<file path="config.mk">
export PLATFORM = sky130hd
export DESIGN_NAME = mirrored_gait_pattern_sequencer
export DESIGN_NICKNAME = d
export VERILOG_FILES = /design/src/hw/rtl/mgps_pkg.sv /design/src/hw/rtl/mirrored_gait_pattern_sequencer.sv
export SDC_FILE = /design/constraint.sdc
export NUM_CORES = 2
export LEC_CHECK = 0
export BUFFER_PORTS_ARGS = -buffer_cell sky130_fd_sc_hd__buf_2
export CORE_MARGIN = 5
export CORE_UTILIZATION = 62
export DETAILED_ROUTE_END_ITERATION = 12
export PLACE_DENSITY_LB_ADDON = 0.2
export SLEW_MARGIN = 20
export SYNTH_ARGS = -nofsm -noshare
export SYNTH_HDL_FRONTEND = slang
export SYNTH_SLANG_ARGS = --single-unit
export TNS_END_PERCENT = 100
</file>
<file path="constraint.sdc">
create_clock -name aclk -period 8.7 [get_ports aclk]
set_input_delay 1.305 -clock aclk [delete_from_list [all_inputs] [get_ports aclk]]
set_output_delay 1.305 -clock aclk [all_outputs]
set_load 0.02 [all_outputs]
</file>
<file path="src/hw/rtl/mgps_pkg.sv">
// shared types and constants for the mirrored gait pattern sequencer
// item function codes, register indexes, sequencer states and result fields
// depends on nothing
package mgps_pkg;

    // table geometry defaults
    localparam int DEF_MAX_BLOCKS   = 16;
    localparam int DEF_NUM_CHANNELS = 12;

    // stored activation word width, values are masked to it on write
    localparam int VALUE_BITS = 16;
    localparam logic [15:0] VALUE_MASK =
        (VALUE_BITS >= 16) ? 16'hFFFF : 16'((32'd1 << VALUE_BITS) - 32'd1);

    // field widths of the item and result
    localparam int BLOCK_W = 4;
    localparam int SLOT_W  = 4;
    localparam int DUR_W   = 16;
    localparam int ACT_W   = 16;
    localparam int CHAN_W  = 4;
    localparam int STEP_W  = 16;

    // configuration port
    localparam int CFG_IDX_W  = 2;
    localparam int CFG_DATA_W = 16;
    localparam int CNT_CFG_W  = 5;

    localparam logic [CFG_IDX_W-1:0] REG_STARTUP = 2'd0;
    localparam logic [CFG_IDX_W-1:0] REG_CYCLE   = 2'd1;
    localparam logic [CFG_IDX_W-1:0] REG_TOTAL   = 2'd2;

    localparam logic [CNT_CFG_W-1:0] STARTUP_RST = 5'd10;
    localparam logic [CNT_CFG_W-1:0] CYCLE_RST   = 5'd6;
    localparam logic [STEP_W-1:0]    TOTAL_RST   = 16'd6000;

    // item function codes
    typedef enum logic [1:0] {
        FN_WR_DUR  = 2'd0,
        FN_WR_VAL  = 2'd1,
        FN_TICK    = 2'd2,
        FN_RESTART = 2'd3
    } func_t;

    // sequencer states
    typedef enum logic [1:0] {
        ST_IDLE,
        ST_LOC_RD,
        ST_LOC_EV,
        ST_EMIT
    } seq_state_t;

    // per-result side information carried next to the activation read
    typedef struct packed {
        logic [CHAN_W-1:0] channel;
        logic              mirrored;
        logic              finished;
        logic              last;
    } res_ctl_t;

endpackage

</file>
<file path="src/hw/rtl/mirrored_gait_pattern_sequencer.sv">
// mirrored gait pattern sequencer top level: block table, play sequencer, result stream
// uses mgps_pkg; duration and activation tables are synchronous memories in this module
// table write, config write and restart items complete in the cycle they are accepted
// a tick item walks the table one block step at a time (duration read, then decide), unless
//   past the step limit, then issues one activation read per cycle while the read stage is free
//   or passing its result on; results pass the read stage and the output register to the port
// aresetn (sync, low) clears play position, step count and config to defaults; tables undefined
module mirrored_gait_pattern_sequencer
    import mgps_pkg::*;
#(
    parameter int MAX_BLOCKS   = DEF_MAX_BLOCKS,
    parameter int NUM_CHANNELS = DEF_NUM_CHANNELS
) (
    input  logic                  aclk,
    input  logic                  aresetn,

    input  logic                  cfg_we,
    input  logic [CFG_IDX_W-1:0]  cfg_index,
    input  logic [CFG_DATA_W-1:0] cfg_wdata,

    input  logic                  s_tvalid,
    output logic                  s_tready,
    input  logic [39:0]           s_tdata,   // block[3:0], slot[7:4], duration[23:8], value[39:24]
    input  logic [1:0]            s_tuser,   // func[1:0]

    output logic                  m_tvalid,
    input  logic                  m_tready,
    output logic [23:0]           m_tdata,   // channel[3:0], activation[19:4], zero[23:20]
    output logic [1:0]            m_tuser,   // mirrored[0], finished[1]
    output logic                  m_tlast
);

    // block position needs to hold MAX_BLOCKS itself, table addresses do not
    localparam int BLK_W   = $clog2(MAX_BLOCKS + 1);
    localparam int ADDR_W  = $clog2(MAX_BLOCKS);
    localparam int DEPTH_V = MAX_BLOCKS * NUM_CHANNELS;
    localparam int VADDR_W = $clog2(DEPTH_V);
    localparam int CH_W    = (NUM_CHANNELS > 2) ? $clog2(NUM_CHANNELS) : 1;
    localparam int HALF_CH = NUM_CHANNELS / 2;
    localparam int SWAP_CH = 2 * HALF_CH;

    // ------------------------------------------------------------------
    // item fields
    // ------------------------------------------------------------------
    func_t              in_func;
    logic [BLOCK_W-1:0] in_block;
    logic [SLOT_W-1:0]  in_slot;
    logic [DUR_W-1:0]   in_dur;
    logic [ACT_W-1:0]   in_value;
    logic               in_acc;
    logic               blk_ok;
    logic               slot_ok;

    assign in_func  = func_t'(s_tuser);
    assign in_block = s_tdata[3:0];
    assign in_slot  = s_tdata[7:4];
    assign in_dur   = s_tdata[23:8];
    assign in_value = s_tdata[39:24];
    assign in_acc   = s_tvalid && s_tready;

    // writes outside the table are dropped
    assign blk_ok  = int'(in_block) < MAX_BLOCKS;
    assign slot_ok = int'(in_slot) < NUM_CHANNELS;

    // ------------------------------------------------------------------
    // configuration registers
    // ------------------------------------------------------------------
    logic [CNT_CFG_W-1:0] startup_reg;
    logic [CNT_CFG_W-1:0] cycle_reg;
    logic [STEP_W-1:0]    total_reg;

    always_ff @(posedge aclk) begin
        if (!aresetn) begin
            startup_reg <= STARTUP_RST;
            cycle_reg   <= CYCLE_RST;
            total_reg   <= TOTAL_RST;
        end else if (cfg_we) begin
            unique case (cfg_index)
                REG_STARTUP: startup_reg <= cfg_wdata[CNT_CFG_W-1:0];
                REG_CYCLE:   cycle_reg   <= cfg_wdata[CNT_CFG_W-1:0];
                REG_TOTAL:   total_reg   <= cfg_wdata[STEP_W-1:0];
                default: ;
            endcase
        end
    end

    // effective startup count saturates at the table size, the cycle count
    // is clipped to the room that is left behind it
    logic [BLK_W-1:0]      s_eff;
    logic [BLK_W-1:0]      room;
    logic [BLK_W-1:0]      c_eff;
    logic [BLK_W-1:0]      end_blk;
    logic [MAX_BLOCKS-1:0] cyc_mask;

    always_comb begin
        s_eff   = (int'(startup_reg) > MAX_BLOCKS) ? BLK_W'(MAX_BLOCKS) : BLK_W'(startup_reg);
        room    = BLK_W'(MAX_BLOCKS) - s_eff;
        c_eff   = (int'(cycle_reg) > int'(room)) ? room : BLK_W'(cycle_reg);
        end_blk = s_eff + c_eff;
        for (int b = 0; b < MAX_BLOCKS; b++) begin
            cyc_mask[b] = (b >= int'(s_eff)) && (b < int'(end_blk));
        end
    end

    // ------------------------------------------------------------------
    // state machine and sequencer registers
    // ------------------------------------------------------------------
    seq_state_t state_reg, state_next;

    logic [STEP_W-1:0] step_reg, step_next;   // ticks played so far
    logic [BLK_W-1:0]  cur_reg, cur_next;     // block on play
    logic [DUR_W-1:0]  tib_reg, tib_next;     // ticks played in that block
    logic              cyc_reg, cyc_next;     // in the repeating phase
    logic              odd_reg, odd_next;     // odd repeat, halves swapped
    logic              play_reg, play_next;   // tick being emitted plays the pattern
    logic              mir_reg, mir_next;     // tick being emitted is mirrored
    logic [CH_W-1:0]   ch_reg;                // next channel to read
    logic              loc_more;              // walk needs another block step

    // control strobes
    logic dur_we;
    logic val_we;
    logic dur_re;
    logic rd_issue;
    logic out_load;

    // duration memory and its nonzero flags (for the empty-cycle check)
    logic [DUR_W-1:0]      dur_mem [MAX_BLOCKS];
    logic [DUR_W-1:0]      dur_rd;
    logic [MAX_BLOCKS-1:0] nz_reg;
    logic [ADDR_W-1:0]     dur_wr_addr;
    logic                  any_cyc;

    assign dur_wr_addr = ADDR_W'(in_block);
    assign any_cyc     = |(nz_reg & cyc_mask);

    // read stage of the activation memory
    logic [ACT_W-1:0]   val_mem [DEPTH_V];
    logic [ACT_W-1:0]   val_rd;
    logic [VADDR_W-1:0] val_wr_addr;
    logic [VADDR_W-1:0] val_rd_addr;
    logic [CH_W-1:0]    src_ch;
    logic               rd_valid_reg;
    res_ctl_t           rd_ctl_reg;
    res_ctl_t           issue_ctl;

    // output register
    logic               m_valid_reg;
    res_ctl_t           m_ctl_reg;
    logic [ACT_W-1:0]   m_act_reg;

    // next state
    always_comb begin
        state_next = state_reg;
        unique case (state_reg)
            ST_IDLE: begin
                if (in_acc && (in_func == FN_TICK)) begin
                    // past the step limit the walk is skipped
                    state_next = (step_reg < total_reg) ? ST_LOC_RD : ST_EMIT;
                end
            end
            ST_LOC_RD: state_next = ST_LOC_EV;
            ST_LOC_EV: state_next = loc_more ? ST_LOC_RD : ST_EMIT;
            ST_EMIT: begin
                if (rd_issue && (ch_reg == CH_W'(NUM_CHANNELS - 1))) begin
                    state_next = ST_IDLE;
                end
            end
            default: state_next = ST_IDLE;
        endcase
    end

    // outputs of the state machine
    always_comb begin
        s_tready = 1'b0;
        dur_we   = 1'b0;
        val_we   = 1'b0;
        dur_re   = 1'b0;
        rd_issue = 1'b0;
        unique case (state_reg)
            ST_IDLE: begin
                // no item is taken while reset is held
                s_tready = aresetn;
                if (in_acc) begin
                    unique case (in_func)
                        FN_WR_DUR: dur_we = blk_ok;
                        FN_WR_VAL: val_we = blk_ok && slot_ok;
                        default: ;
                    endcase
                end
            end
            ST_LOC_RD: dur_re = 1'b1;
            ST_LOC_EV: ;
            ST_EMIT:   rd_issue = !rd_valid_reg || out_load;
            default: ;
        endcase
    end

    // one step of the table walk per evaluation cycle
    always_comb begin
        logic found;
        found     = 1'b0;
        loc_more  = 1'b0;
        step_next = step_reg;
        cur_next  = cur_reg;
        tib_next  = tib_reg;
        cyc_next  = cyc_reg;
        odd_next  = odd_reg;
        play_next = play_reg;
        mir_next  = mir_reg;
        unique case (state_reg)
            ST_IDLE: begin
                if (in_acc && (in_func == FN_RESTART)) begin
                    step_next = '0;
                    cur_next  = '0;
                    tib_next  = '0;
                    cyc_next  = 1'b0;
                    odd_next  = 1'b1;
                end
                if (in_acc && (in_func == FN_TICK)) begin
                    // finished unless the walk finds a block
                    play_next = 1'b0;
                    mir_next  = 1'b0;
                end
            end
            ST_LOC_EV: begin
                if (!cyc_reg) begin
                    if (cur_reg < s_eff) begin
                        if (tib_reg < dur_rd) begin
                            found = 1'b1;
                        end else begin
                            cur_next = cur_reg + BLK_W'(1);
                            tib_next = '0;
                            loc_more = 1'b1;
                        end
                    end else begin
                        // startup done, enter the repeating phase
                        cyc_next = 1'b1;
                        cur_next = s_eff;
                        tib_next = '0;
                        odd_next = 1'b1;
                        loc_more = 1'b1;
                    end
                end else if (!any_cyc) begin
                    // nothing in the cycle can play: finished tick, nothing advances
                    found = 1'b0;
                end else if ((cur_reg < s_eff) || (cur_reg >= end_blk)) begin
                    // wrap to the first cycle block, flips the repeat parity
                    cur_next = s_eff;
                    tib_next = '0;
                    odd_next = !odd_reg;
                    loc_more = 1'b1;
                end else if (tib_reg < dur_rd) begin
                    found = 1'b1;
                end else begin
                    cur_next = cur_reg + BLK_W'(1);
                    tib_next = '0;
                    loc_more = 1'b1;
                end
                if (found) begin
                    play_next = 1'b1;
                    mir_next  = cyc_reg && odd_reg;
                    tib_next  = tib_reg + DUR_W'(1);
                    step_next = step_reg + STEP_W'(1);
                end
            end
            default: ;
        endcase
    end

    always_ff @(posedge aclk) begin
        if (!aresetn) begin
            state_reg <= ST_IDLE;
            step_reg  <= '0;
            cur_reg   <= '0;
            tib_reg   <= '0;
            cyc_reg   <= 1'b0;
            odd_reg   <= 1'b1;
            play_reg  <= 1'b0;
            mir_reg   <= 1'b0;
            ch_reg    <= '0;
            nz_reg    <= '0;
        end else begin
            state_reg <= state_next;
            step_reg  <= step_next;
            cur_reg   <= cur_next;
            tib_reg   <= tib_next;
            cyc_reg   <= cyc_next;
            odd_reg   <= odd_next;
            play_reg  <= play_next;
            mir_reg   <= mir_next;
            if (rd_issue) begin
                ch_reg <= (ch_reg == CH_W'(NUM_CHANNELS - 1)) ? '0 : ch_reg + CH_W'(1);
            end
            if (dur_we) begin
                nz_reg[dur_wr_addr] <= |in_dur;
            end
        end
    end

    // ------------------------------------------------------------------
    // duration memory: one write port, one registered read port
    // ------------------------------------------------------------------
    always_ff @(posedge aclk) begin
        if (dur_we) begin
            dur_mem[dur_wr_addr] <= in_dur;
        end
        if (dur_re) begin
            dur_rd <= dur_mem[cur_reg[ADDR_W-1:0]];
        end
    end

    // ------------------------------------------------------------------
    // activation memory, unless the read stage is held, read one channel per cycle while emitting
    // ------------------------------------------------------------------
    // a mirrored tick reads the other half; an odd last channel stays put
    always_comb begin
        src_ch = ch_reg;
        if (mir_reg && (int'(ch_reg) < SWAP_CH)) begin
            src_ch = (int'(ch_reg) < HALF_CH) ? ch_reg + CH_W'(HALF_CH)
                                              : ch_reg - CH_W'(HALF_CH);
        end
    end

    assign val_wr_addr = VADDR_W'(int'(in_block) * NUM_CHANNELS + int'(in_slot));
    assign val_rd_addr = VADDR_W'(int'(cur_reg) * NUM_CHANNELS + int'(src_ch));

    always_comb begin
        issue_ctl.channel  = CHAN_W'(ch_reg);
        issue_ctl.mirrored = mir_reg;
        issue_ctl.finished = !play_reg;
        issue_ctl.last     = (ch_reg == CH_W'(NUM_CHANNELS - 1));
    end

    always_ff @(posedge aclk) begin
        if (val_we) begin
            val_mem[val_wr_addr] <= in_value & VALUE_MASK;
        end
        // a finished tick does not touch the table, its activation is forced to zero
        if (rd_issue && play_reg) begin
            val_rd <= val_mem[val_rd_addr];
        end
    end

    // read stage holds one result until the output register can take it
    assign out_load = rd_valid_reg && (!m_valid_reg || m_tready);

    always_ff @(posedge aclk) begin
        if (!aresetn) begin
            rd_valid_reg <= 1'b0;
        end else if (rd_issue) begin
            rd_valid_reg <= 1'b1;
        end else if (out_load) begin
            rd_valid_reg <= 1'b0;
        end
    end

    always_ff @(posedge aclk) begin
        if (rd_issue) begin
            rd_ctl_reg <= issue_ctl;
        end
    end

    // ------------------------------------------------------------------
    // output register
    // ------------------------------------------------------------------
    always_ff @(posedge aclk) begin
        if (!aresetn) begin
            m_valid_reg <= 1'b0;
        end else if (out_load) begin
            m_valid_reg <= 1'b1;
        end else if (m_tready) begin
            m_valid_reg <= 1'b0;
        end
    end

    always_ff @(posedge aclk) begin
        if (out_load) begin
            m_ctl_reg <= rd_ctl_reg;
            m_act_reg <= rd_ctl_reg.finished ? '0 : val_rd;
        end
    end

    assign m_tvalid = m_valid_reg;
    assign m_tdata  = {4'b0000, m_act_reg, m_ctl_reg.channel};
    assign m_tuser  = {m_ctl_reg.finished, m_ctl_reg.mirrored};
    assign m_tlast  = m_ctl_reg.last;

    // ------------------------------------------------------------------
    // assertions
    // ------------------------------------------------------------------
    // a playing tick being emitted always points at a real table block
    a_play_in_table: assert property (@(posedge aclk) disable iff (!aresetn)
        (state_reg == ST_EMIT) && play_reg |-> (int'(cur_reg) < MAX_BLOCKS))
        else $error("playing tick outside the block table");

    // the channel counter is back at zero whenever no tick is being emitted
    a_ch_idle_zero: assert property (@(posedge aclk) disable iff (!aresetn)
        (state_reg != ST_EMIT) |-> (ch_reg == '0))
        else $error("channel counter not rewound after a tick");

    // a pending read result is never overwritten before it moves on
    a_rd_no_overrun: assert property (@(posedge aclk) disable iff (!aresetn)
        rd_valid_reg && !out_load |-> !rd_issue)
        else $error("activation read overruns the read stage");

    // a finished result carries neither mirroring nor activation
    a_finished_clean: assert property (@(posedge aclk) disable iff (!aresetn)
        m_tvalid && m_tuser[1] |-> !m_tuser[0] && (m_tdata[19:4] == '0))
        else $error("finished result with mirror or activation");

    // a loaded last result shows on the port in the next cycle
    a_last_follows: assert property (@(posedge aclk) disable iff (!aresetn)
        out_load && rd_ctl_reg.last |=> m_tvalid && m_tlast)
        else $error("last result lost on the way to the port");

endmodule
</file>
### Yosys cells after proc, flatten, opt, wreduce, memory -nomap -nowiden

Memories as Yosys holds them, arrays and structs flattened. A register that Yosys moved wholly into a read port is not among the register bits.
Index checks and enable logic that the tools add are counted.

| storage, ports and cells | value |
|---|---|
| bits in registers | 121 |
| memory bits (writable) | 3328 |
| output and inout port bits | 29 |
| memories kept | 2 |

| operators by class | value |
|---|---|
| add/subtract/negate cells | 10 |
| $mul | 2 |
| order comparisons | 43 |
| equality and inequality tests | 17 |
| mux-type cells | 74 |
| bitwise operators | 1 |
| reduce and logical (&&, ||, !) cells | 50 |

Memory list:

| memory | depth | width | rd ports | clocked after memory_dff | write ports | RTL line | text |
|---|---|---|---|---|---|---|---|
| val_mem | 192 | 16 | 1 | 1 | 1 | mirrored_gait_pattern_sequencer.sv:138 | `logic [ACT_W-1:0] val_mem [DEPTH_V];` |
| dur_mem | 16 | 16 | 1 | 1 | 1 | mirrored_gait_pattern_sequencer.sv:128 | `logic [DUR_W-1:0] dur_mem [MAX_BLOCKS];` |

Operator list:

| kind | count |
|---|---|
| $mux W16 | 8 |
| $pmux W16 S2 | 2 |
| $mux W1 | 41 |
| $ge A4 B5 Y1 const A | 8 |
| $lt A4 B5 Y1 const A | 8 |
| $mux W5 | 8 |
| $add A16 B1 Y16 const B | 2 |
| $lt A16 B16 Y1 | 2 |
| $reduce_or A16 Y1 | 2 |
| $logic_and A1 B1 Y1 | 25 |
| $ge A3 B5 Y1 const A | 4 |
| $lt A3 B5 Y1 const A | 4 |
| $add A8 B4 Y8 | 2 |
| $and A16 B16 Y16 | 1 |
| $bwmux W16 | 1 |
| $mux W4 | 3 |
| $reduce_and A3 Y1 | 4 |
| $eq A2 B2 Y1 const B | 5 |
| $ge A1 B5 Y1 const A | 2 |
| $ge A2 B5 Y1 const A | 2 |
| $lt A1 B5 Y1 const A | 2 |
| $lt A2 B5 Y1 const A | 2 |
| $pmux W5 S2 | 1 |
| $reduce_and A2 Y1 | 5 |
| other kinds (30) | 53 |

### Logic depth before layout (Yosys ltp)

| depth | value |
|---|---|
| word-level depth | 15 |
| gate-level depth with buffers | 29 |
| gate-level depth less buffers | 26 |

### Least setup slack after synthesis

OpenSTA, ideal clock, no wires.

| path | value |
|---|---|
| path kind | flip-flop to flip-flop |
| start | reg startup_reg[4] |
| end | reg step_reg[6] |
| arrival time | 5.818 ns |
| data required time | 8.641 ns |
| slack | 2.823 ns |
| stages on the path, launching flop included | 28 |
| path buffers | 2 |
| cells stage by stage | dfxtp_1 -> buf_2 -> nor2b_1 -> inv_1 -> ha_1 -> inv_1 -> nor2_1 -> ha_1 -> ha_1 -> and3_1 -> and3_4 -> nor3_1 -> o21ai_0 -> ha_1 -> fa_1 -> a21o_1 -> a21oi_1 -> xnor2_1 -> a21oi_1 -> nor2_1 -> ha_1 -> inv_1 -> o2111ai_1 -> a211oi_2 -> o31ai_4 -> buf_6 -> or4_1 -> nand2_1 |

| between the ends | value |
|---|---|
| cells in the longest elaborated chain, start to end | 15 |
| elaborated cells between the ends (all ways) | 66 |

Ends and longest elaborated chain:

| item | RTL line | text |
|---|---|---|
| start, declared | mirrored_gait_pattern_sequencer.sv:68 | `logic [CNT_CFG_W-1:0] startup_reg;` |
| start signal, assigned | mirrored_gait_pattern_sequencer.sv:79 | `REG_STARTUP: startup_reg <= cfg_wdata[CNT_CFG_W-1:0];` |
| $gt A5 B5 Y1 | mirrored_gait_pattern_sequencer.sv:96 | `s_eff = (int'(startup_reg) > MAX_BLOCKS) ? BLK_W'(MAX_BLOCKS) : BLK_W'(startup_reg);` |
| $mux W5 * | mirrored_gait_pattern_sequencer.sv:96 |  |
| $sub A5 B5 Y5 | mirrored_gait_pattern_sequencer.sv:97 | `room = BLK_W'(MAX_BLOCKS) - s_eff;` |
| $gt A5 B5 Y1 | mirrored_gait_pattern_sequencer.sv:98 | `c_eff = (int'(cycle_reg) > int'(room)) ? room : BLK_W'(cycle_reg);` |
| $mux W5 | mirrored_gait_pattern_sequencer.sv:98 |  |
| $add A5 B5 Y5 | mirrored_gait_pattern_sequencer.sv:99 | `end_blk = s_eff + c_eff;` |
| $lt A1 B5 Y1, or another cell as far along | mirrored_gait_pattern_sequencer.sv:101 | `cyc_mask[b] = (b >= int'(s_eff)) && (b < int'(end_blk));` |
| $logic_and A1 B1 Y1 | mirrored_gait_pattern_sequencer.sv:101 |  |
| $and A16 B16 Y16 | mirrored_gait_pattern_sequencer.sv:135 | `assign any_cyc = \|(nz_reg & cyc_mask);` |
| $reduce_or A16 Y1 | mirrored_gait_pattern_sequencer.sv:135 |  |
| $mux W1 | mirrored_gait_pattern_sequencer.sv:244 | `end else if (!any_cyc) begin` |
| $mux W1 * | mirrored_gait_pattern_sequencer.sv:227 | `if (!cyc_reg) begin` |
| $mux W1 * | mirrored_gait_pattern_sequencer.sv:211 | `unique case (state_reg)` |
| $ne A2 B2 Y1 (no line) * | -- |  |
| $reduce_and A3 Y1 (no line) * | -- |  |
| end signal, assigned | mirrored_gait_pattern_sequencer.sv:285 | `step_reg <= step_next;` |
| end, declared | mirrored_gait_pattern_sequencer.sv:110 | `logic [STEP_W-1:0] step_reg, step_next;` |

Every way passes the cells marked *; elsewhere a longest branch is shown, timed or not. The select of a mux whose other input is x is not followed.
A chain may end at the register's enable or synchronous reset.

### Final worst setup path

| path | value |
|---|---|
| start | reg startup_reg[4] |
| end | reg step_reg[10] |

Same word-level chain as after synthesis.

==> reports/metrics.yaml <==
status: "finished clean"
start_util_pct: 62.2
root_buffer: "clkbuf_16"
crit_path_cell_trace: "nor2b_1 > inv_1 > ha_1 > inv_1 > nor2_1 > ha_1 > ha_1 > and3_1 > and3_4 > nor3_1 > o21ai_0 > ha_1 > fa_1 > xor2_1 > inv_1 > ha_1 > a21o_1 > a21oi_1 > o2111ai_1 > a211oi_2 > o31ai_4 > buf_4 > or4_1 > a21oi_1"
synth_flop_cell: "edfxtp_1"
syn_area_mm2: 0.137
finalCriticalPeriod_ps: 7000
max_freq_ghz: 0.143
cp.arrival_ps: 7870
synth_area_per_cell_um2: 19.3
num_vias: 72932
hold_viol: 0
synth_warnings: 0
drcViolationCount: 0
hold-path-endpoint: "m_tuser[0]"
cts_buffers: 351
grt_pass1_vias: 71491
crit_top_cell: "ha_1"
synth.distinct_cells: 82
finalSetupViolCount: 0
boundaryPins: 94
die_w_um: 479
yosysSeqAreaShare_pct: 75.9
largest_reg_flops: 3072
post_cts.repair.setup_buffers: 0
period_share_pct: 80.5
ir_drop_uv: 252
ys_seq_elements: 3481
dp_hpwl_um: 204000
cts_tree: "built"
synth_cells: 7078
clk_latency_ps: 980
slew_headroom_pct: 18.9
num_rows: 172
numPortBuffers: 89
clk_pin_slew_worst_paths_ps: 60
routedWlPerCell_um: 33.3
antenna_found_initial: 16
hold_class: "flip-flop to flip-flop"
slew_violations: 0
crit_path_end_kind: "flip-flop"
top_register: "val_mem"
p_leak_nw: 47.4
reg2reg_to: "step_reg[10]"
drt_first_iter_violations: 11216
htree_levels: 5
cts_buffer_depth: 4
synth-edff-count: 3390
holdPathStages: 0
worst_pin_slew_ps: 1220
cts_sinks: 3481
whs_ps: 429
grt.total_usage_pct: 30.6
grt_first_pass_wirelength_um: 506000
cp-start-kind: "flip-flop"
path_class: "flip-flop to flip-flop"
rr_startpoint: "startup_reg[4]"
cp_max_fo: 46
post_cts_resized: 0
die-area_mm2: 0.230
rsz0062_at_grt: "no"
grt_max_degree: 135
power_density_mw_per_mm2: 220
crit_slowest_cell: "nor3_1"
nets: 7560
viasPerCell: 6.92
reg.largest.list: "val_mem: 3072 flops, dur_mem: 256 flops"
gr-total-overflow: 0
slowest_delay_ps: 580
setup-tns-final_ps: 0
routed_wl_um: 351000
hold_start: "rd_ctl_reg[2]"
finClkSkew_ps: 81.6
die_h_um: 479
syn_to_final_growth_pct: 11.5
drt_first_pass_iters: 6
required_ps: 9570
ant_nets: 0
hold_buffers: 0
core_mm2: 0.220
reg2reg_slack_ps: 1700
drive_gt1_share_pct: 22.0
reg2regPathDepth: 24
cap_violations: 0
synthArstFlopShare_pct: 0
globalplace.congestion: 0.899
power by group:
group,total [mW],internal [mW],switching (mW)
Clock,14.2,8.10,6.08
Sequential,18.4,18.4,0.00822
Combinational,0.981,0.208,0.772
layout make-up:
type	count	area (µm²)
flip-flops and latches	3481	104000
fillers	13344	67200
diodes	7	17.5
multi-input cells	3113	31200
clock buffers	411	9090
well taps	2871	3590
repair buffers	392	3090
clock inverters	182	1460
inverters	77	289
Yosys cell counts, drive strengths merged (12+ instances only):
| cell type | count | area (µm²) |
|---|---|---|
| o21ai | 167 | 836 |
| buf | 191 | 891 |
| nand4 | 46 | 288 |
| a32oi | 101 | 892 |
| mux4 | 737 | 16600 |
| and3 | 43 | 279 |
| a211oi | 14 | 110 |
| ha | 74 | 926 |
| nor2b | 38 | 238 |
| a221o | 28 | 280 |
| or4 | 15 | 113 |
| nor2 | 322 | 1210 |
| nand2 | 613 | 2300 |
| o211ai | 33 | 248 |
| o31ai | 15 | 126 |
| a22o | 28 | 245 |
| xnor2 | 17 | 149 |
| a31oi | 31 | 194 |
| a21oi | 132 | 661 |
| dfxtp | 91 | 1820 |
| mux2 | 12 | 135 |
| nand3 | 128 | 641 |
| nor3 | 39 | 195 |
| inv | 77 | 289 |
| a22oi | 30 | 225 |
| clkbuf | 219 | 822 |
| a21o | 34 | 255 |
| o2111ai | 14 | 129 |
| or2 | 16 | 100 |
| edfxtp | 3390 | 102000 |
| o22ai | 13 | 81.3 |
| a21boi | 16 | 120 |
| a221oi | 32 | 280 |
| mux2i | 188 | 1880 |
cells by family (layout without fill, tap and decap cells):
| logic type | count (synthesis) | count (layout) | share of synthesized area (%) |
|---|---|---|---|
| compound gates | 758 | 758 | 3.92 |
| other cells | 1 | 11 | 0.00275 |
| buf+inv | 487 | 1062 | 1.47 |
| mux | 937 | 937 | 13.6 |
| simple gates | 1306 | 1306 | 4.16 |
| xor+xnor | 29 | 29 | 0.196 |
| flops | 3481 | 3481 | 75.9 |
| fa+ha+maj | 79 | 79 | 0.751 |
per-stage QoR:
step	utilization [%]	cell area [µm²]	power, mW	setup slack [ps]	instances
6_report	69.4	152000	33.6	1700	10534
5_1_grt	69.4	152000	34.5	1240	10530
4_1_cts	69.4	152000	33.7	1810	10525
3_5_place_dp	64.5	142000	19.7	1860	9932
3_3_place_gp	64.5	142000	19.7	1840	9932
2_1_floorplan	-	137000	19.1	2820	7081
critical path, delay by kind of cell (launching register included):
family | cells | cell delay [ps]
AO/OA/AOI/OAI | 7 | 1360
XOR/XNOR | 1 | 350
adder cells (fa/ha/maj) | 6 | 1930
buffers and inverters | 4 | 760
flip-flops | 1 | 440
AND/OR/NAND/NOR | 6 | 2040
cell usage in the layout (no fill, tap or decap), drive strengths merged, types with 33 or more instances in the layout:
| cell | n |
|---|---|
| edfxtp | 3390 |
| nor2b | 38 |
| nor2 | 322 |
| clkbuf | 411 |
| buf | 392 |
| inv | 82 |
| dfxtp | 91 |
| nor3 | 39 |
| o21ai | 167 |
| clkinv | 142 |
| nand3 | 128 |
| and3 | 43 |
| a21o | 34 |
| ha | 74 |
| a32oi | 101 |
| nand4 | 46 |
| mux4 | 737 |
| o211ai | 33 |
| nand2 | 613 |
| mux2i | 188 |
| a21oi | 132 |
per-layer routing:
layer / vias up / GRT usage [%] / share of wire (%)
met5: - / 0 / 0.031
met1: 37786 / 44.1 / 37
li1: 29507 / - / -
met4: 12 / 11.7 / 4.3
met3: 689 / 7.72 / 12
met2: 4938 / 46.2 / 47
worst max-delay path by stage:
| stage | cells past startpoint | endpoint | startpoint | slack [ps] |
|---|---|---|---|---|
| floorplan | 27 | step_reg[6] | startup_reg[4] | 2820 |
| finish | 24 | step_reg[10] | startup_reg[4] | 1700 |
| CTS | 26 | step_reg[11] | startup_reg[4] | 1810 |
| global placement | 26 | step_reg[15] | startup_reg[4] | 1840 |
| detailed placement | 26 | step_reg[8] | startup_reg[4] | 1860 |
| global route | 26 | step_reg[11] | startup_reg[4] | 1240 |
No activity file was read; power rests on OpenSTA's default activity.
